**src/hdl/dtod_pkg.sv**
```systemverilog
`default_nettype none
package dtod_pkg;

  // defaults for the top level parameters
  localparam int unsigned WINDOW_DEF    = 20;
  localparam int unsigned COUNT_CAP_DEF = 60;

  // detector constants
  localparam int unsigned MIN_DELTAS       = 2;
  localparam int unsigned OVERUSE_TIME_US  = 10000;
  localparam int unsigned MAX_ADAPT_OFFSET = 240;
  localparam int unsigned MAX_ADAPT_MS     = 100;
  localparam int unsigned TH_MIN           = 96;
  localparam int unsigned TH_MAX           = 9600;
  localparam int unsigned COEF_ONE         = 1024;
  localparam int unsigned SLOPE_SCALE      = 1000;

  // fit datapath widths, sized for the largest window
  localparam int unsigned WIDE = 128;
  localparam int unsigned SXW  = 40;
  localparam int unsigned SYW  = 56;

  // saturation bound of the accumulated delay
  localparam logic signed [49:0] Y_MAX = 50'sh0_7FFF_FFFF_FFFF;

  // register reset values
  localparam logic [10:0] SMOOTHING_COEF_RST  = 11'd922;
  localparam logic [7:0]  TREND_GAIN_RST      = 8'd64;
  localparam logic [15:0] ADAPT_RATE_UP_RST   = 16'd570;
  localparam logic [15:0] ADAPT_RATE_DOWN_RST = 16'd2556;
  localparam logic [13:0] START_THRESHOLD_RST = 14'd200;

  // register indexes
  localparam logic [2:0] REG_SMOOTHING_COEF  = 3'd0;
  localparam logic [2:0] REG_TREND_GAIN      = 3'd1;
  localparam logic [2:0] REG_ADAPT_RATE_UP   = 3'd2;
  localparam logic [2:0] REG_ADAPT_RATE_DOWN = 3'd3;
  localparam logic [2:0] REG_START_THRESHOLD = 3'd4;

  typedef enum logic [1:0] {
    USAGE_NORMAL = 2'd0,
    USAGE_OVER   = 2'd1,
    USAGE_UNDER  = 2'd2
  } usage_e;

  typedef enum logic [4:0] {
    ST_IDLE, ST_ACC, ST_SMOOTH, ST_WRITE, ST_RD, ST_XX, ST_XYLO, ST_XYHI,
    ST_DEN_INIT, ST_DEN, ST_NUM_INIT, ST_NUM, ST_DIV_INIT, ST_DIV,
    ST_SCALE1, ST_SCALE2, ST_DETECT, ST_ADAPT1, ST_ADAPT2, ST_OUT
  } st_e;

  typedef struct packed {
    logic [10:0] smoothing_coef;
    logic [7:0]  trend_gain;
    logic [15:0] adapt_rate_up;
    logic [15:0] adapt_rate_down;
    logic [13:0] start_threshold;
    logic        th_load;
  } cfg_t;

endpackage
`default_nettype wire

```
**src/hdl/dtod_cfg.sv**
```systemverilog
`default_nettype none
module dtod_cfg
  import dtod_pkg::*;
(
  input  wire logic        clk_i,
  input  wire logic        rst_ni,
  input  wire logic        psel,
  input  wire logic        penable,
  input  wire logic        pwrite,
  input  wire logic [4:0]  paddr,
  input  wire logic [31:0] pwdata,
  output logic      [31:0] prdata,
  output logic             pready,
  output cfg_t             cfg_o
);

  logic [10:0] coef_q;
  logic [7:0]  gain_q;
  logic [15:0] up_q, down_q;
  logic [13:0] start_q;
  logic        load_q;
  logic        wr;
  logic [2:0]  idx;

  assign pready = 1'b1;
  assign wr     = psel & penable & pwrite;
  assign idx    = paddr[4:2];

  // register writes
  always_ff @(posedge clk_i or negedge rst_ni) begin
    if (!rst_ni) begin
      coef_q  <= SMOOTHING_COEF_RST;
      gain_q  <= TREND_GAIN_RST;
      up_q    <= ADAPT_RATE_UP_RST;
      down_q  <= ADAPT_RATE_DOWN_RST;
      start_q <= START_THRESHOLD_RST;
      load_q  <= 1'b0;
    end else begin
      load_q <= 1'b0;
      if (wr) begin
        case (idx)
          REG_SMOOTHING_COEF:  coef_q <= pwdata[10:0];
          REG_TREND_GAIN:      gain_q <= pwdata[7:0];
          REG_ADAPT_RATE_UP:   up_q   <= pwdata[15:0];
          REG_ADAPT_RATE_DOWN: down_q <= pwdata[15:0];
          REG_START_THRESHOLD: begin
            start_q <= pwdata[13:0];
            load_q  <= 1'b1;
          end
          default: ;
        endcase
      end
    end
  end

  // read mux
  always_comb begin
    case (idx)
      REG_SMOOTHING_COEF:  prdata = {21'd0, coef_q};
      REG_TREND_GAIN:      prdata = {24'd0, gain_q};
      REG_ADAPT_RATE_UP:   prdata = {16'd0, up_q};
      REG_ADAPT_RATE_DOWN: prdata = {16'd0, down_q};
      REG_START_THRESHOLD: prdata = {18'd0, start_q};
      default:             prdata = 32'd0;
    endcase
  end

  assign cfg_o = '{smoothing_coef: coef_q, trend_gain: gain_q, adapt_rate_up: up_q,
                   adapt_rate_down: down_q, start_threshold: start_q, th_load: load_q};

endmodule
`default_nettype wire

```
**config.mk**
```make
export PLATFORM = sky130hd
export DESIGN_NAME = dtod_cfg
export DESIGN_NICKNAME = d
export VERILOG_FILES = /design/src/hdl/dtod_pkg.sv /design/src/hdl/dtod_cfg.sv
export SDC_FILE = /design/constraint.sdc
export NUM_CORES = 1
export LEC_CHECK = 0
export BUFFER_PORTS_ARGS = -buffer_cell sky130_fd_sc_hd__buf_2
export CAP_MARGIN = 20
export CORE_MARGIN = 10
export CORE_UTILIZATION = 51
export CTS_CLUSTER_SIZE = 8
export DETAILED_ROUTE_END_ITERATION = 6
export PLACE_DENSITY = 0.95
export SYNTH_ARGS = -nofsm -noshare
export SYNTH_HDL_FRONTEND = slang
export SYNTH_SLANG_ARGS = --single-unit
export TNS_END_PERCENT = 30
```
**constraint.sdc**
```tcl
create_clock -name clk_i -period 1.7 [get_ports clk_i]
set_clock_uncertainty 0.05 [all_clocks]
set_input_delay 0.085 -clock clk_i [delete_from_list [all_inputs] [get_ports clk_i]]
set_output_delay 0.085 -clock clk_i [all_outputs]
set_load 0.1 [all_outputs]
```
======== Word level (Yosys, flattened, before mapping) ========
Index checks and enable logic that the tools add are counted.
word-level totals
  bits in registers ....................... 66
  input port bits ......................... 42
  output and inout bits ................... 99
  word-level logic and storage cells ...... 21
operators by class
  eq/ne operators ......................... 4
  mux-type cells .......................... 3
  bitwise gates (word level) .............. 2
  reductions and logical operators ........ 6
operator list
  kind                  number
  $pmux W16 S5          1
  $reduce_and A2 Y1     5
  $eq A3 B2 Y1 const B  2
  $eq A3 B1 Y1 const B  1
  $eq A3 B3 Y1 const B  1
  $logic_not A3 Y1      1
  $and A1 B1 Y1         2
  $mux W1               2

======== Logic depth before layout (Yosys ltp) ========
  depth in word-level cells ............... 3
  gate-level depth with buffers ........... 6
  gate-level depth less buffers ........... 3

======== Least setup slack after synthesis ========
No wires, ideal clock.
  kind .................................... flip-flop to output port
  start ................................... register gain_q[1]
  end ..................................... output port prdata[1]
  arrival time ............................ 3,257 ps
  path slack .............................. -1,692 ps
  stages on the path, launching flop included .. 3
  path buffers ............................ 0
  cell sequence ........................... dfrtp_1 > a22oi_1 > o21ai_0
on the way
  longest elaborated chain between the ends .. 1
ends and longest elaborated chain
  item                      line            RTL
  start: declaration        dtod_cfg.sv:18  logic [7:0] gain_q;
  start signal: assignment  dtod_cfg.sv:43  REG_TREND_GAIN: gain_q <= pwdata[7:0];
  $pmux W16 S5              dtod_cfg.sv:58  case (idx)
  end: declaration          dtod_cfg.sv:12  output logic [31:0] prdata,
No other way between the ends.

======== Worst setup path in the final report ========
  start ................................... register coef_q[8]
  end ..................................... output port prdata[8]
on the way
  longest elaborated chain between the ends .. 1
ends and longest elaborated chain
  item                      line            RTL
  start: declaration        dtod_cfg.sv:17  logic [10:0] coef_q;
  start signal: assignment  dtod_cfg.sv:42  REG_SMOOTHING_COEF: coef_q <= pwdata[10:0];
  $pmux W16 S5              dtod_cfg.sv:58
No other way between the ends.

==> results.ini <==
[clock_network]
clockBufferDepth = 2
path_clk_slew_ns = 0.07
worstSkewPairLatency_ns = 0.35
h-tree-depth = 3
clockRootBuffer = clkbuf_8
cts_num_sinks = 66
cts_tree = yes
numCtsBuffers = 9

[sta]
post-route-period-util_pct = 99.0
fin_tns_setup_ns = 0
hold_viol_final = 0
fmax_ghz = 0.594
period_minus_slack_ns = 1.68
setup_viol = 0
slew_violations = 0
relSlewSlack_pct = 54.5
worstMarginPinSlew_ns = 0.681
hold_ws_ns = 0.213
rsz0062_at_grt = yes
setup_slack_ns = 0.0165

[layout]
layout.nets = 417
layout-drive-gt1-share_pct = 73.4
area_delta_synth_final_pct = 45.2
final_util_pct = 75.5
num_antenna_cells = 0

[drt]
wl_met1_um = 3720
avgRoutedWirePerCell_um = 23.2
route.detailed.drc = 0
dr_wl_met3_um = 1120
antenna_left = 0
wl_met2_um = 5550
num_vias = 2539
viasPerCell = 5.56
dr.pass1.iters = 4
drtIter0Drc = 109
top_layer_used = met4
routed_wl_um = 10600

[logic_synthesis]
synth_edf_count = 0
post-synth-top-count-cell = mux2_2
synth.top_cell.area_share_pct = 33.0
ys.flop_type = dfrtp_1
netlist_instances = 237
yosys-top-cells-area = dfrtp_1 (33%), dfstp_2 (19%), mux2_2 (18%)
async_reset_ff_share_pct = 100
yosysSeqAreaShare_pct = 51.5
ys_warn_count = 0
synth_area_per_cell_sq_um = 13.8
ys_seq_elements = 66
netlist_area_sq_um = 3260
yosys.area.top_type = dfrtp_1
yosysUniqueCellTypes = 30
synth_top_cells_by_count = mux2_2 (53), dfrtp_1 (43), dfstp_2 (23)

[place]
place_ws_ns = 0.0586
place_hpwl_um = 7180
portBuffers = 105
place_congestion = 0.762

[grt]
grt_max_degree = 67
track_usage_pct = 20.9
grt-ovfl-total = 0
grt_pass1_vias = 2852
grt_first_pass_wirelength_um = 16200
antenna_found_initial = 0

[die]
fp.dieArea_sq_um = 10000
die_y_um = 100
std_cell_rows = 29
initial_core_util_pct = 52.0
die_w_um = 100
core_region_area_sq_um = 6280
ios = 141

[outcome]
outcome = complete, no violations

[setup_path]
worstSetupStartpointType = flop
crit_start = coef_q[8]
cp_data_required_time_ns = 1.56
cp-end-kind = output pin
worstPathMaxFanout = 3
reg2reg_from = down_q[9]
worstSetupPathType = flop to output pin
worstPathArrival_ns = 1.55

[power_and_ir_drop]
leakage_nw = 2.24
totalPowerFinal_mw = 7.61
powerDensity_nw_per_um2 = 1610
vdd_drop_max_v = 0.00139

[job]
cap_violations = 0

[min_path]
hold_class = input pin to flop
worstHoldStart = penable

==> where the power goes <==
| part | internal (mW) | total (mW) | switching [mW] |
|---|---|---|---|
| Combinational | 0.837 | 4.21 | 3.38 |
| Clock | 0.555 | 1.17 | 0.615 |
| Sequential | 1.97 | 2.23 | 0.261 |
| Total | 3.36 | 7.61 | 4.25 |
==> final cells by class <==
cell class                      count  area, sq um
Sequential cell                    66         1700
Multi-Input combinational cell    153         1650
Fill cell                         378         1540
Timing Repair Buffer              144         1110
Clock buffer                       10          138
Tap cell                           77         96.3
Clock inverter                      6         32.5
Inverter                            1         3.75
==> layer usage <==
layer / global-route usage (%) / vias up
met3: 9.62 / 20
met1: 21.7 / 1278
met4: 6.52 / 0
li1: - / 1113
met2: 36.9 / 128
met5: 0 / -
==> cell usage in the layout (no fill, tap or decap), types with 2 or more instances in the layout <==
cell type	synthesis	layout
a22oi_1	8	8
a2bb2oi_2	0	2
a32oi_2	0	7
buf_12	0	17
buf_2	5	89
buf_4	20	21
clkbuf_8	0	10
clkinv_2	0	5
conb_1	2	17
dfrtp_1	43	26
dfrtp_2	0	17
dfstp_2	23	23
dlygate4sd3_1	0	17
mux2_1	10	10
mux2_2	53	53
mux2_4	10	10
mux2i_1	8	8
nand2_1	4	4
nand3_1	3	3
nor2_2	1	2
nor2_4	0	2
nor2b_1	4	4
o21ai_4	0	11
o22ai_4	0	3
==> logic make-up (layout without fill, tap and decap cells) <==
family | after synthesis | in the layout | share of synthesized area [%]
mux | 81 | 81 | 28.8
flops | 66 | 66 | 51.5
compound gates | 33 | 33 | 7.06
buf+inv | 33 | 161 | 7.21
simple gates | 22 | 22 | 5.21
other cells | 2 | 17 | 0.230
==> worst max-delay path: stages, from the launching register on <==
cell	delay (ns)
dfstp_2	0.57
mux2i_1	0.11
a2bb2oi_2	0.17
o22ai_4	0.14
buf_12	0.20
==> through the flow <==
| stage | instances | cell area, sq um |
|---|---|---|
| finish | 457 | 4740 |
| global route | 457 | 4740 |
| CTS | 457 | 4690 |
| detailed placement | 424 | 4330 |
| global placement | 424 | 4330 |
| floorplan | 252 | 3520 |
==> flip-flops by register name (all words and copies together) (netlist names) <==
register / count
up_q: 16
start_q: 14
down_q: 16
coef_q: 11
gain_q: 8
load_q: 1
==> final timing paths <==
path	end	slack, ns	cells after the start
max reg2reg	down_q[9]	0.80	1
max	prdata[8]	0.02	4
min reg2reg	gain_q[0]	0.46	1
min in group asynchronous	coef_q[10]	0.24	3
min	load_q	0.21	3
max in group asynchronous	coef_q[7]	1.03	3
==> timing repair <==
action / in CTS / in global routing
endpoints found under the hold margin: 128 / 0
gates resized for setup: 4 / 7
setup buffers: 0 / 0
hold buffers: 17 / 0
gates cloned: 0 / 0
setup endpoints to repair: 5 / 9
(Power assumes the default switching activity.)
